==> src/lfpd_pkg.sv <==
// ----------------------------------------------------------------------------
// lfpd_pkg: shared types and constants for the line follower PID drive
// Holds the arithmetic widths, the register map with its reset values and
// the configuration bundle that the register file hands to the datapath.
// ----------------------------------------------------------------------------
package lfpd_pkg;

    // Arithmetic sizing.
    localparam int SUM_WIDTH      = 24;  // error integral, signed
    localparam int GAIN_FRAC_BITS = 16;  // fraction bits of the Q2.x gains
    localparam int GAIN_W         = GAIN_FRAC_BITS + 2;
    localparam int LEVEL_W        = 7;   // sample, set point, red band
    localparam int ERR_W          = LEVEL_W + 1;
    localparam int DERIV_W        = ERR_W + 1;
    localparam int SPEED_W        = 8;
    localparam int CORR_W         = 16;
    localparam int DRV_SUM_W      = CORR_W + 1;

    // Product and accumulator widths (signed, gain is zero-extended by one bit).
    localparam int PROD_P_W = GAIN_W + 1 + ERR_W;
    localparam int PROD_I_W = GAIN_W + 1 + SUM_WIDTH;
    localparam int PROD_D_W = GAIN_W + 1 + DERIV_W;
    localparam int ACC_W    = PROD_I_W + 2;

    // Drive limits.
    localparam logic signed [DRV_SUM_W-1:0] DRIVE_MAX = DRV_SUM_W'(100);
    localparam logic signed [DRV_SUM_W-1:0] DRIVE_MIN = -DRV_SUM_W'(100);

    // Configuration port.
    localparam int CFG_IDX_W  = 3;
    localparam int CFG_DATA_W = GAIN_W;

    localparam logic [CFG_IDX_W-1:0] REG_TARGET_LEVEL = CFG_IDX_W'(0);
    localparam logic [CFG_IDX_W-1:0] REG_PROP_GAIN    = CFG_IDX_W'(1);
    localparam logic [CFG_IDX_W-1:0] REG_INTEG_GAIN   = CFG_IDX_W'(2);
    localparam logic [CFG_IDX_W-1:0] REG_DERIV_GAIN   = CFG_IDX_W'(3);
    localparam logic [CFG_IDX_W-1:0] REG_BASE_SPEED   = CFG_IDX_W'(4);
    localparam logic [CFG_IDX_W-1:0] REG_MARK_LOW     = CFG_IDX_W'(5);
    localparam logic [CFG_IDX_W-1:0] REG_MARK_HIGH    = CFG_IDX_W'(6);

    localparam logic [LEVEL_W-1:0] RST_TARGET_LEVEL = LEVEL_W'(40);
    localparam logic [GAIN_W-1:0]  RST_PROP_GAIN    = GAIN_W'(29491);
    localparam logic [GAIN_W-1:0]  RST_INTEG_GAIN   = GAIN_W'(52);
    localparam logic [GAIN_W-1:0]  RST_DERIV_GAIN   = GAIN_W'(58982);
    localparam logic [SPEED_W-1:0] RST_BASE_SPEED   = SPEED_W'(30);
    localparam logic [LEVEL_W-1:0] RST_MARK_LOW     = LEVEL_W'(65);
    localparam logic [LEVEL_W-1:0] RST_MARK_HIGH    = LEVEL_W'(75);

    typedef struct packed {
        logic [LEVEL_W-1:0] target_level;
        logic [GAIN_W-1:0]  prop_gain;
        logic [GAIN_W-1:0]  integ_gain;
        logic [GAIN_W-1:0]  deriv_gain;
        logic [SPEED_W-1:0] base_speed;
        logic [LEVEL_W-1:0] mark_low;
        logic [LEVEL_W-1:0] mark_high;
    } t_cfg;

endpackage

==> src/lfpd_cfg_regs.sv <==
// ----------------------------------------------------------------------------
// lfpd_cfg_regs: configuration register file
// Seven loop settings written through a valid/ready port; writes to an
// index past the last register are dropped.
// ----------------------------------------------------------------------------
module lfpd_cfg_regs (
    input  logic                             i_clk,
    input  logic                             i_rst_n,
    input  logic                             i_cfg_valid,
    output logic                             o_cfg_ready,
    input  logic [lfpd_pkg::CFG_IDX_W-1:0]   i_cfg_index,
    input  logic [lfpd_pkg::CFG_DATA_W-1:0]  i_cfg_data,
    output lfpd_pkg::t_cfg                   o_cfg
);

    lfpd_pkg::t_cfg r_cfg;

    assign o_cfg_ready = 1'b1;
    assign o_cfg       = r_cfg;

    always_ff @(posedge i_clk) begin
        if (!i_rst_n) begin
            r_cfg.target_level <= lfpd_pkg::RST_TARGET_LEVEL;
            r_cfg.prop_gain    <= lfpd_pkg::RST_PROP_GAIN;
            r_cfg.integ_gain   <= lfpd_pkg::RST_INTEG_GAIN;
            r_cfg.deriv_gain   <= lfpd_pkg::RST_DERIV_GAIN;
            r_cfg.base_speed   <= lfpd_pkg::RST_BASE_SPEED;
            r_cfg.mark_low     <= lfpd_pkg::RST_MARK_LOW;
            r_cfg.mark_high    <= lfpd_pkg::RST_MARK_HIGH;
        end else if (i_cfg_valid && o_cfg_ready) begin
            case (i_cfg_index)
                lfpd_pkg::REG_TARGET_LEVEL: begin
                    r_cfg.target_level <= i_cfg_data[lfpd_pkg::LEVEL_W-1:0];
                end
                lfpd_pkg::REG_PROP_GAIN: begin
                    r_cfg.prop_gain <= i_cfg_data[lfpd_pkg::GAIN_W-1:0];
                end
                lfpd_pkg::REG_INTEG_GAIN: begin
                    r_cfg.integ_gain <= i_cfg_data[lfpd_pkg::GAIN_W-1:0];
                end
                lfpd_pkg::REG_DERIV_GAIN: begin
                    r_cfg.deriv_gain <= i_cfg_data[lfpd_pkg::GAIN_W-1:0];
                end
                lfpd_pkg::REG_BASE_SPEED: begin
                    r_cfg.base_speed <= i_cfg_data[lfpd_pkg::SPEED_W-1:0];
                end
                lfpd_pkg::REG_MARK_LOW: begin
                    r_cfg.mark_low <= i_cfg_data[lfpd_pkg::LEVEL_W-1:0];
                end
                lfpd_pkg::REG_MARK_HIGH: begin
                    r_cfg.mark_high <= i_cfg_data[lfpd_pkg::LEVEL_W-1:0];
                end
                default: begin
                end
            endcase
        end
    end

endmodule

==> src/line_follow_pid_drive.sv <==
// ----------------------------------------------------------------------------
// line_follow_pid_drive: PID steering for a line follower on two motors
// Turns each reflectance sample into a saturated correction, a left and a
// right duty cycle, and a red-mark flag.
// ----------------------------------------------------------------------------
// The block accepts one sample word per clock cycle while o_in_stall is low
// and returns one result word per sample, in order. Each result word is
// held on the outputs, with o_out_valid high, until an edge at which the
// output side is not stalled takes it. The sample enters the input
// register at the accepting edge and then passes four more stages: an error
// stage that also updates the error integral and the remembered last error,
// a stage of three registered multipliers, a stage that sums the products,
// floors them by the gain fraction and saturates to 16 bits, and the output
// register that forms the two saturated drive values. Each stage holds its
// word when the stage after it is full and stalled, so a waiting result does
// not stop new samples from entering until the whole pipeline is full. The
// integral and the last error are updated exactly once per sample, when it
// leaves the input register. Settings are written through their own port,
// always ready, and take effect for samples that arrive after the write;
// they should only be changed while no sample is in flight.
// ----------------------------------------------------------------------------
module line_follow_pid_drive (
    input  logic                                   i_clk,
    input  logic                                   i_rst_n,
    // Sample channel.
    input  logic                                   i_in_valid,
    output logic                                   o_in_stall,
    input  logic [lfpd_pkg::LEVEL_W-1:0]           i_reflect_sample,
    // Result channel.
    output logic                                   o_out_valid,
    input  logic                                   i_out_stall,
    output logic signed [lfpd_pkg::SPEED_W-1:0]    o_left_drive,
    output logic signed [lfpd_pkg::SPEED_W-1:0]    o_right_drive,
    output logic signed [lfpd_pkg::CORR_W-1:0]     o_correction,
    output logic                                   o_red_mark,
    // Configuration write channel.
    input  logic                                   i_cfg_valid,
    output logic                                   o_cfg_ready,
    input  logic [lfpd_pkg::CFG_IDX_W-1:0]         i_cfg_index,
    input  logic [lfpd_pkg::CFG_DATA_W-1:0]        i_cfg_data
);

    localparam int SW  = lfpd_pkg::SUM_WIDTH;
    localparam int AW  = lfpd_pkg::ACC_W;
    localparam int FB  = lfpd_pkg::GAIN_FRAC_BITS;
    localparam int CW  = lfpd_pkg::CORR_W;
    localparam int DW  = lfpd_pkg::DRV_SUM_W;

    lfpd_pkg::t_cfg w_cfg;

    lfpd_cfg_regs u_cfg_regs (
        .i_clk       (i_clk),
        .i_rst_n     (i_rst_n),
        .i_cfg_valid (i_cfg_valid),
        .o_cfg_ready (o_cfg_ready),
        .i_cfg_index (i_cfg_index),
        .i_cfg_data  (i_cfg_data),
        .o_cfg       (w_cfg)
    );

    // ------------------------------------------------------------------
    // Stage occupancy and advance. A stage loads when it is empty or when
    // the stage after it is loading too.
    // ------------------------------------------------------------------
    logic r_v0, r_v1, r_v2, r_v3, r_v4;
    logic w_en0, w_en1, w_en2, w_en3, w_en4;

    assign w_en4 = !r_v4 || !i_out_stall;
    assign w_en3 = !r_v3 || w_en4;
    assign w_en2 = !r_v2 || w_en3;
    assign w_en1 = !r_v1 || w_en2;
    assign w_en0 = !r_v0 || w_en1;

    assign o_in_stall  = !w_en0;
    assign o_out_valid = r_v4;

    always_ff @(posedge i_clk) begin
        if (!i_rst_n) begin
            r_v0 <= 1'b0;
            r_v1 <= 1'b0;
            r_v2 <= 1'b0;
            r_v3 <= 1'b0;
            r_v4 <= 1'b0;
        end else begin
            if (w_en0) begin
                r_v0 <= i_in_valid;
            end
            if (w_en1) begin
                r_v1 <= r_v0;
            end
            if (w_en2) begin
                r_v2 <= r_v1;
            end
            if (w_en3) begin
                r_v3 <= r_v2;
            end
            if (w_en4) begin
                r_v4 <= r_v3;
            end
        end
    end

    // ------------------------------------------------------------------
    // Stage 0: input register.
    // ------------------------------------------------------------------
    logic [lfpd_pkg::LEVEL_W-1:0] r_s0_sample;

    always_ff @(posedge i_clk) begin
        if (w_en0) begin
            r_s0_sample <= i_reflect_sample;
        end
    end

    // ------------------------------------------------------------------
    // Stage 1: error, derivative, saturating integral and red band test.
    // The integral and the last error are loop state and reset to zero.
    // ------------------------------------------------------------------
    logic signed [SW-1:0]                   r_error_sum;
    logic signed [lfpd_pkg::ERR_W-1:0]      r_prev_error;
    logic signed [lfpd_pkg::ERR_W-1:0]      n_err;
    logic signed [lfpd_pkg::DERIV_W-1:0]    n_deriv;
    logic signed [SW:0]                     n_sum_wide;
    logic signed [SW-1:0]                   n_error_sum;
    logic                                   n_red;

    always_comb begin
        // Both levels are at most 127, so the difference fits eight bits.
        n_err = $signed({1'b0, w_cfg.target_level}) - $signed({1'b0, r_s0_sample});
        n_deriv = lfpd_pkg::DERIV_W'(n_err) - lfpd_pkg::DERIV_W'(r_prev_error);
        n_sum_wide = (SW + 1)'(r_error_sum) + (SW + 1)'(n_err);
        if (n_sum_wide[SW] != n_sum_wide[SW-1]) begin
            // Overflow: pin to the extreme on the side of the true sum.
            n_error_sum = {n_sum_wide[SW], {(SW - 1){!n_sum_wide[SW]}}};
        end else begin
            n_error_sum = n_sum_wide[SW-1:0];
        end
        n_red = (r_s0_sample >= w_cfg.mark_low) && (r_s0_sample <= w_cfg.mark_high);
    end

    always_ff @(posedge i_clk) begin
        if (!i_rst_n) begin
            r_error_sum  <= '0;
            r_prev_error <= '0;
        end else if (r_v0 && w_en1) begin
            r_error_sum  <= n_error_sum;
            r_prev_error <= n_err;
        end
    end

    logic signed [lfpd_pkg::ERR_W-1:0]   r_s1_err;
    logic signed [lfpd_pkg::DERIV_W-1:0] r_s1_deriv;
    logic signed [SW-1:0]                r_s1_sum;
    logic                                r_s1_red;

    always_ff @(posedge i_clk) begin
        if (w_en1) begin
            r_s1_err   <= n_err;
            r_s1_deriv <= n_deriv;
            r_s1_sum   <= n_error_sum;
            r_s1_red   <= n_red;
        end
    end

    // ------------------------------------------------------------------
    // Stage 2: the three gain products, each into its own register.
    // ------------------------------------------------------------------
    logic signed [lfpd_pkg::GAIN_W:0]     w_kp, w_ki, w_kd;
    logic signed [lfpd_pkg::PROD_P_W-1:0] r_s2_prod_p;
    logic signed [lfpd_pkg::PROD_I_W-1:0] r_s2_prod_i;
    logic signed [lfpd_pkg::PROD_D_W-1:0] r_s2_prod_d;
    logic                                 r_s2_red;

    assign w_kp = $signed({1'b0, w_cfg.prop_gain});
    assign w_ki = $signed({1'b0, w_cfg.integ_gain});
    assign w_kd = $signed({1'b0, w_cfg.deriv_gain});

    always_ff @(posedge i_clk) begin
        if (w_en2) begin
            r_s2_prod_p <= lfpd_pkg::PROD_P_W'(w_kp) * lfpd_pkg::PROD_P_W'(r_s1_err);
            r_s2_prod_i <= lfpd_pkg::PROD_I_W'(w_ki) * lfpd_pkg::PROD_I_W'(r_s1_sum);
            r_s2_prod_d <= lfpd_pkg::PROD_D_W'(w_kd) * lfpd_pkg::PROD_D_W'(r_s1_deriv);
            r_s2_red    <= r_s1_red;
        end
    end

    // ------------------------------------------------------------------
    // Stage 3: sum, floor by the gain fraction, saturate to 16 bits.
    // An arithmetic shift of a two's complement value rounds toward minus
    // infinity, which is the required floor.
    // ------------------------------------------------------------------
    logic signed [AW-1:0]   n_acc;
    logic signed [AW-1:0]   n_shifted;
    logic [AW-CW:0]         n_top;
    logic signed [CW-1:0]   n_corr;

    always_comb begin
        n_acc = AW'(r_s2_prod_p) + AW'(r_s2_prod_i) + AW'(r_s2_prod_d);
        n_shifted = n_acc >>> FB;
        n_top = n_shifted[AW-1:CW-1];
        if ((&n_top) || !(|n_top)) begin
            n_corr = n_shifted[CW-1:0];
        end else begin
            n_corr = {n_shifted[AW-1], {(CW - 1){!n_shifted[AW-1]}}};
        end
    end

    logic signed [CW-1:0] r_s3_corr;
    logic                 r_s3_red;

    always_ff @(posedge i_clk) begin
        if (w_en3) begin
            r_s3_corr <= n_corr;
            r_s3_red  <= r_s2_red;
        end
    end

    // ------------------------------------------------------------------
    // Stage 4: drive values around the base speed, saturated to +/-100.
    // ------------------------------------------------------------------
    logic signed [DW-1:0]                 n_base;
    logic signed [DW-1:0]                 n_left_wide, n_right_wide;
    logic signed [lfpd_pkg::SPEED_W-1:0]  n_left, n_right;

    always_comb begin
        n_base       = DW'($signed(w_cfg.base_speed));
        n_left_wide  = n_base - DW'(r_s3_corr);
        n_right_wide = n_base + DW'(r_s3_corr);
        if (n_left_wide > lfpd_pkg::DRIVE_MAX) begin
            n_left = lfpd_pkg::DRIVE_MAX[lfpd_pkg::SPEED_W-1:0];
        end else if (n_left_wide < lfpd_pkg::DRIVE_MIN) begin
            n_left = lfpd_pkg::DRIVE_MIN[lfpd_pkg::SPEED_W-1:0];
        end else begin
            n_left = n_left_wide[lfpd_pkg::SPEED_W-1:0];
        end
        if (n_right_wide > lfpd_pkg::DRIVE_MAX) begin
            n_right = lfpd_pkg::DRIVE_MAX[lfpd_pkg::SPEED_W-1:0];
        end else if (n_right_wide < lfpd_pkg::DRIVE_MIN) begin
            n_right = lfpd_pkg::DRIVE_MIN[lfpd_pkg::SPEED_W-1:0];
        end else begin
            n_right = n_right_wide[lfpd_pkg::SPEED_W-1:0];
        end
    end

    always_ff @(posedge i_clk) begin
        if (w_en4) begin
            o_left_drive  <= n_left;
            o_right_drive <= n_right;
            o_correction  <= r_s3_corr;
            o_red_mark    <= r_s3_red;
        end
    end

    // ------------------------------------------------------------------
    // Assertions.
    // ------------------------------------------------------------------

    // The input side is only held off while the input register is full.
    a_stall_only_when_full: assert property (@(posedge i_clk) disable iff (!i_rst_n)
        o_in_stall |-> r_v0)
        else $error("input stalled with an empty input register");

    // The loop state moves with the word that leaves the input register.
    a_state_follows_word: assert property (@(posedge i_clk) disable iff (!i_rst_n)
        (r_v0 && w_en1) |=> (r_prev_error == r_s1_err) && (r_error_sum == r_s1_sum))
        else $error("loop state out of step with stage one");

    // Both drives always lie in the duty cycle range.
    a_drive_range: assert property (@(posedge i_clk) disable iff (!i_rst_n)
        o_out_valid |-> (o_left_drive >= -8'sd100) && (o_left_drive <= 8'sd100)
                     && (o_right_drive >= -8'sd100) && (o_right_drive <= 8'sd100))
        else $error("drive value outside -100..100");

    // An empty red band never flags a mark.
    a_empty_band: assert property (@(posedge i_clk) disable iff (!i_rst_n)
        (o_out_valid && (w_cfg.mark_low > w_cfg.mark_high)) |-> !o_red_mark)
        else $error("red mark raised with an empty band");

endmodule

==> config.mk <==
export PLATFORM = sky130hd
export DESIGN_NAME = line_follow_pid_drive
export DESIGN_NICKNAME = d
export VERILOG_FILES = /design/src/lfpd_pkg.sv /design/src/lfpd_cfg_regs.sv /design/src/line_follow_pid_drive.sv
export SDC_FILE = /design/constraint.sdc
export NUM_CORES = 2
export LEC_CHECK = 0
export BUFFER_PORTS_ARGS = -buffer_cell sky130_fd_sc_hd__buf_2
export CORE_MARGIN = 1
export CORE_UTILIZATION = 50
export DETAILED_ROUTE_END_ITERATION = 7
export GPL_TIMING_DRIVEN = 0
export HOLD_SLACK_MARGIN = 0.08
export PLACE_DENSITY = 0.7
export SETUP_SLACK_MARGIN = 0.2
export SKIP_LAST_GASP = 1
export SYNTH_ARGS = -nofsm -noshare
export SYNTH_HDL_FRONTEND = slang
export SYNTH_HIERARCHICAL = 1
export SYNTH_SLANG_ARGS = --single-unit
==> constraint.sdc <==
create_clock -name i_clk -period 17.1 [get_ports i_clk]
set_input_delay 0.855 -clock i_clk [delete_from_list [all_inputs] [get_ports i_clk]]
set_output_delay 0.855 -clock i_clk [all_outputs]
set_load 0.03 [all_outputs]
# Word level (Yosys, flattened, before mapping)
# Cells that the tools add are included.
# op_classes
muxes,4
order_cmp,6
multipliers,3
add_sub_neg,7
eq_ne,7
n_reduce_logical,30
# op_table
op,n
44-bit by 28-bit adder with 45-bit output,1
27-bit by 43-bit adder with 44-bit output,1
19-bit by 24-bit multiplier with 43-bit output,1
17-bit by 8-bit greater-than comparator with 1-bit output (second input constant),2
17-bit by 8-bit < comparator with 1-bit output (second input constant),2
19-bit by 9-bit multiplier with 28-bit output,1
19-bit by 8-bit multiplier with 27-bit output,1
24-bit by 8-bit adder with 25-bit output,1
24-bit 2-to-1 mux,1
8-bit by 16-bit adder with 17-bit output,1
8-bit by 16-bit subtractor with 17-bit output,1
16-bit 2-to-1 mux,1
8-bit 2-to-1 mux,2
14-bit AND reduction,1
2-bit AND reduction,7
14-bit OR reduction,1
1-bit zero test,10
3-bit equality test (second input constant),3
8-bit by 8-bit subtractor with 9-bit output,1
7-bit by 7-bit subtractor with 8-bit output,1
7-bit >= comparator,1
7-bit less-or-equal comparator,1
3-bit by 2-bit equality test with 1-bit output (second input constant),2
1-bit logical OR,6
other kinds (5),7
# word_totals
wordCells,88
output_inout_bits,36
regBits,318
in_bits,33

# Logic depth before layout (Yosys ltp)
# logic_depth
word_depth,7
ltp_mapped,26
mapped_depth_nobuf,24

# Cells and area by module
# Netlist, hierarchy kept.
# by_module_without_submodules
module,cells_per_inst,seq_area_each_um2,instances,area_per_inst_um2
line_follow_pid_drive,4280,6686.4,1,40541.4
lfpd_cfg_regs,319,1661.6,1,3291.9

# Worst setup path before layout
# OpenSTA, ideal clock, no wires.
# synth_timing
kind,flip-flop to flip-flop
from,register r_s1_sum[13]
to,"register r_s2_prod_i[42] (netlist name), data pin"
arrival_time_ps,6559
synth_period_minus_slack_ps,6819
slack_ps,10281
path_stages_with_launch,25
cell_sequence,edfxtp_1 clkbuf_1 and2_1 fa_1 inv_1 fa_1 fa_1 inv_1 fa_1 fa_1 inv_1 fa_1 inv_1 ha_1 and3_1 and3_1 and3_1 a2111o_1 a311oi_1 o21ai_0 a211oi_1 o31a_1 o21ai_0 a21oi_1 xnor2_1
# synth_between
elab_chain_len,1
# synth_rtl
element,line_no,rtl
from (decl),line_follow_pid_drive.sv:152,logic signed [SW-1:0] r_s1_sum;
from (signal assigned),line_follow_pid_drive.sv:159,r_s1_sum <= n_error_sum;
19-bit by 24-bit multiplier with 43-bit output,line_follow_pid_drive.sv:180,r_s2_prod_i <= lfpd_pkg::PROD_I_W'(w_ki) * lfpd_pkg::PROD_I_W'(r_s1_sum);
to (signal assigned),line_follow_pid_drive.sv:180,
to (decl),line_follow_pid_drive.sv:169,logic signed [lfpd_pkg::PROD_I_W-1:0] r_s2_prod_i;
# No other way between the ends.
# A chain may end at the register's enable or synchronous reset.

# Worst setup path in the final report
# layout_timing
from,register r_s1_sum[6]
to,"register r_s2_prod_i[42] (netlist name), data pin"
# Same word-level chain as after synthesis.

==> parameters.txt <==
Parameter                              Value

Outcome
  Status    finished, final reports clean

Synthesis
  Number of synthesized flops with an enable pin    around 200
  Dominant cells by area after synthesis    fa_1 31%, edfxtp_1 14%, ha_1 11%
  Sequential area share after synthesis    a little under a fifth
  Portion of netlist area occupied by mux cells    2.04%
  Post-synth top flop    edfxtp_1
  Post-synthesis share of cell area spent on and, or, nand and nor gates    ~16%
  Synthesized-area fraction occupied by ao, oa, aoi and oai cells    8.48%
  Number of unique standard cell types used by synthesis    a little over 90
  Xor/xnor share of the synthesized area    3.12%
  Mapped Area    roughly 44000 sq um
  Mapped Nets    5693
  Post-synthesis cell type with the largest combined area    fa_1
  Share of the synthesized area in the top cell type    31.3%
  Post-Synthesis Mean Instance Area    9.53 sq um
  Share of flip-flops with an asynchronous set or reset after synthesis    0%
  Yosys Warn Count    6
  Dominant combinational cell family by area after synthesis    adder cells
  Synthesis-stage register bit count    318
  Arithmetic-cell share of the synthesized area counting full adders, half adders and majority gates    about 42%
  Synth Instances    4599

Placed design
  RD Place Congestion    0.938
  Count of input and output buffers    between 60 and 70
  Placed instance area    45700 sq um
  HPWL after DPL    93.1 mm
  Worst setup slack before clock tree synthesis    8.88 ns

Worst setup path
  Worst-case register-to-register setup slack    8.81 ns
  CP required    17.37 ns
  CP arrival    between 8 and 9 ns
  Critical path origin    r_s1_sum[6]
  Maximum fanout along the worst path    10
  Crit Reg-Reg Endpoint    r_s2_prod_i[42]
  Type of origin of the critical path    flip-flop
  CP endpoint kind    flip-flop
  Kind of critical path    flip-flop to flip-flop
  Worst r2r path cells    25
  Startpoint of the most critical register-to-register path    r_s1_sum[6]

Timing
  Post-Route Skew    0.0150 ns
  Normalized max-slew margin    24.0%
  Final setup TNS    0 ns
  RSZ-0062 raised after global routing    false
  Hold violation total from the final report    0
  Final min period    between 8 and 9 ns
  Final Worst Setup Slack    8.81 ns
  Final setup violation count    0
  Total count of max-transition violations in the final report    0
  Slew at the pin closest to its max-slew limit    1.14 ns
  Fmax    around 0.12 GHz
  Post-route fraction of the period consumed by the critical path    48.5%

Route
  Uppermost signal routing layer after detailed routing    met4
  Number of design rule violations left after detail routing    0
  Routed met1 length    47.5 mm
  Number of vias per cell    approximately 5.4
  Post-detailed-routing wire length    113 mm
  Starting DRC count in detailed routing    2237
  Post-detailed-route count of antenna-violating nets    0
  Wire length per cell    19.1 microns
  Number of vias after detailed routing    32000
  Routed wire length on met3    about 8.2 mm
  Detailed-routed wire length on met2    approximately 53 mm
  Pre-antenna DRT Iters    5

Clocking
  Post-CTS clock slew at the launch and capture registers of the worst setup and hold paths    0.06 ns
  Number of sinks driven by the clock tree    approximately 320
  Root buffer cell    clkbuf_16
  Post-CTS repair timing setup buffer count    0
  H-tree levels    2
  Maximum count of clock buffers along a single path    3
  Clock buffers created by TritonCTS    39
  Clock latency on the worst-skew pair    0.56 ns
  Count of instances resized after the clock tree is built    0
  Number of hold buffers added after CTS    0
  Clock tree from TritonCTS    yes

Floorplan
  Placeable core region    86800 sq um
  Starting density of the core    between 50% and 60%
  Site row count    ~110
  Overall die area    88900 sq um
  Boundary pin count    69
  Die height    298 microns
  Die span in x    298 microns

Final layout
  Antenna Diode Count    0
  Synth-to-Final Area Change    6.94%
  Total non-filler cell area in the finished layout    around 47000 sq um
  Final core utilization    about 54%
  Number of nets in the layout    5801
  Fraction of final layout cells sized beyond drive strength 1    4.35%
  Count of filler cells inserted in the layout    a little under 8000

Global routing
  Number of antenna violations at the first check in global routing    1
  Pin count of the biggest net entering global routing    52
  GRT overflow    0
  Wire length of the first global-routing pass    181 mm
  Number of global-route vias before repair    33400
  Aggregate global-route resource usage    26.1%

Hold path
  Type of the most critical hold path    flip-flop to flip-flop
  Worst hold endpoint    o_red_mark
  WHS Path Cells    0
  Worst Hold Launch    r_s3_red

Job
  Reported max-cap violation count    0
[sequential cells by signal, summed over array words and instances, names as in the netlist]
name and cells:
r_s2_prod_i 43, r_s1_err 8, o_left_drive 8, r_v0 1, r_s0_sample 7, r_s2_prod_p 27, r_s3_red 1, o_red_mark 1
r_s1_red 1, o_out_valid 1, r_v2 1, r_prev_error 8, r_s1_deriv 9, o_correction 16, r_s1_sum 24, r_v3 1
r_s2_prod_d 28, u_cfg_regs/o_cfg 83, r_s2_red 1, r_error_sum 24, r_v1 1, o_right_drive 8, r_s3_corr 16
[per-stage QoR]
stage          cells  hold WS (ns)
2_1_floorplan   4599         0.400
3_3_place_gp    5818         0.407
3_5_place_dp    5821         0.408
4_1_cts         5889         0.414
5_1_grt         5889         0.412
6_report        5889         0.419
[synthesized netlist by cell type, types with 7 or more instances]
cell type,instances
o21bai_1,27
o21ai_0,81
or3_1,15
edfxtp_1,198
nor4_1,7
o21a_1,25
nand4_1,13
o31ai_1,13
nor2b_1,78
nand3_1,59
buf_2,16
a211o_1,10
dfxtp_1,120
inv_1,881
nor2_1,123
mux2i_1,87
xnor2_1,114
xor2_1,42
nand2_1,510
a21o_1,71
nand2b_1,57
a211oi_1,18
o221ai_2,10
a21oi_1,165
and3_1,36
a21boi_0,8
nor3_1,39
fa_1,686
clkbuf_1,139
and2_1,400
o31a_1,8
a31oi_1,20
ha_1,375
o21ai_1,9
[cell type report]
| type | count | area (sq um) | share of cell area (%) |
|---|---|---|---|
| inverter | 881 | 3310 | 7.05 |
| tap | 1155 | 1450 | 3.08 |
| timing repair buffer | 67 | 383 | 0.817 |
| buffer | 164 | 701 | 1.49 |
| clock inverter | 22 | 145 | 0.310 |
| sequential | 318 | 8350 | 17.8 |
| multi-input combinational | 3236 | 31500 | 67.2 |
| clock buffer | 46 | 1050 | 2.25 |
[worst max path at each step]
stage,endpoint,slack [ns],cells past startpoint
CTS,r_s2_prod_i[42],8.85,25
floorplan,r_s2_prod_i[42],10.28,24
global placement,r_s2_prod_i[42],8.94,25
global route,r_s2_prod_i[42],8.55,25
finish,r_s2_prod_i[42],8.81,25
detailed placement,r_s2_prod_i[42],8.88,25
[cell families (layout without fill, tap and decap cells)]
logic type	Yosys count	count (layout)
xor+xnor	156	156
flops	318	318
mux	89	89
other cells	1	1
buf+inv	1045	1180
fa+ha+maj	1065	1065
compound gates	548	548
simple gates	1377	1377
[per-layer routing]
| layer | up-vias | GRT usage [%] |
|---|---|---|
| li1 | 14800 | - |
| met1 | 16000 | 33.9 |
| met2 | 1022 | 43.1 |
| met3 | 238 | 5.02 |
| met4 | 0 | 9.71 |
| met5 | - | 0 |
[critical path: stages (launching register included)]
cell and delay [ns]:
edfxtp_1 0.66, clkbuf_1 0.60, nand2_1 0.17, fa_1 0.55
inv_1 0.06, fa_1 0.50, inv_1 0.06, fa_1 0.54
inv_1 0.05, fa_1 0.47, fa_1 0.50, inv_1 0.05
fa_1 0.47, inv_1 0.04, ha_1 0.35, and3_1 0.19
and3_1 0.21, and3_1 0.20, a2111o_1 0.40, a311oi_1 0.40
o21ai_0 0.36, a211oi_1 0.47, o31a_1 0.28, o21ai_0 0.12
a21oi_1 0.18, xnor2_1 0.11
[placed cells by master (no fill, tap or decap), types with 13 or more instances in the layout]
cell type	n
o21a_1	25
and2_1	400
nand4_1	13
nand2b_1	57
and3_1	36
fa_1	686
nor3_1	39
a21oi_1	164
edfxtp_1	198
a31oi_1	20
o31ai_1	13
o21bai_1	27
clkbuf_16	40
nand3_1	59
xor2_1	42
a21o_1	71
inv_1	880
nand2_1	508
ha_1	375
a211oi_1	18
nor2b_1	78
buf_2	80
dfxtp_1	120
mux2i_1	87
or3_1	15
o21ai_0	81
nor2_1	123
xnor2_1	114
clkbuf_1	142
Power is not shown: default switching activity piles up to over one toggle a cycle in this logic, so the estimate is an artifact.
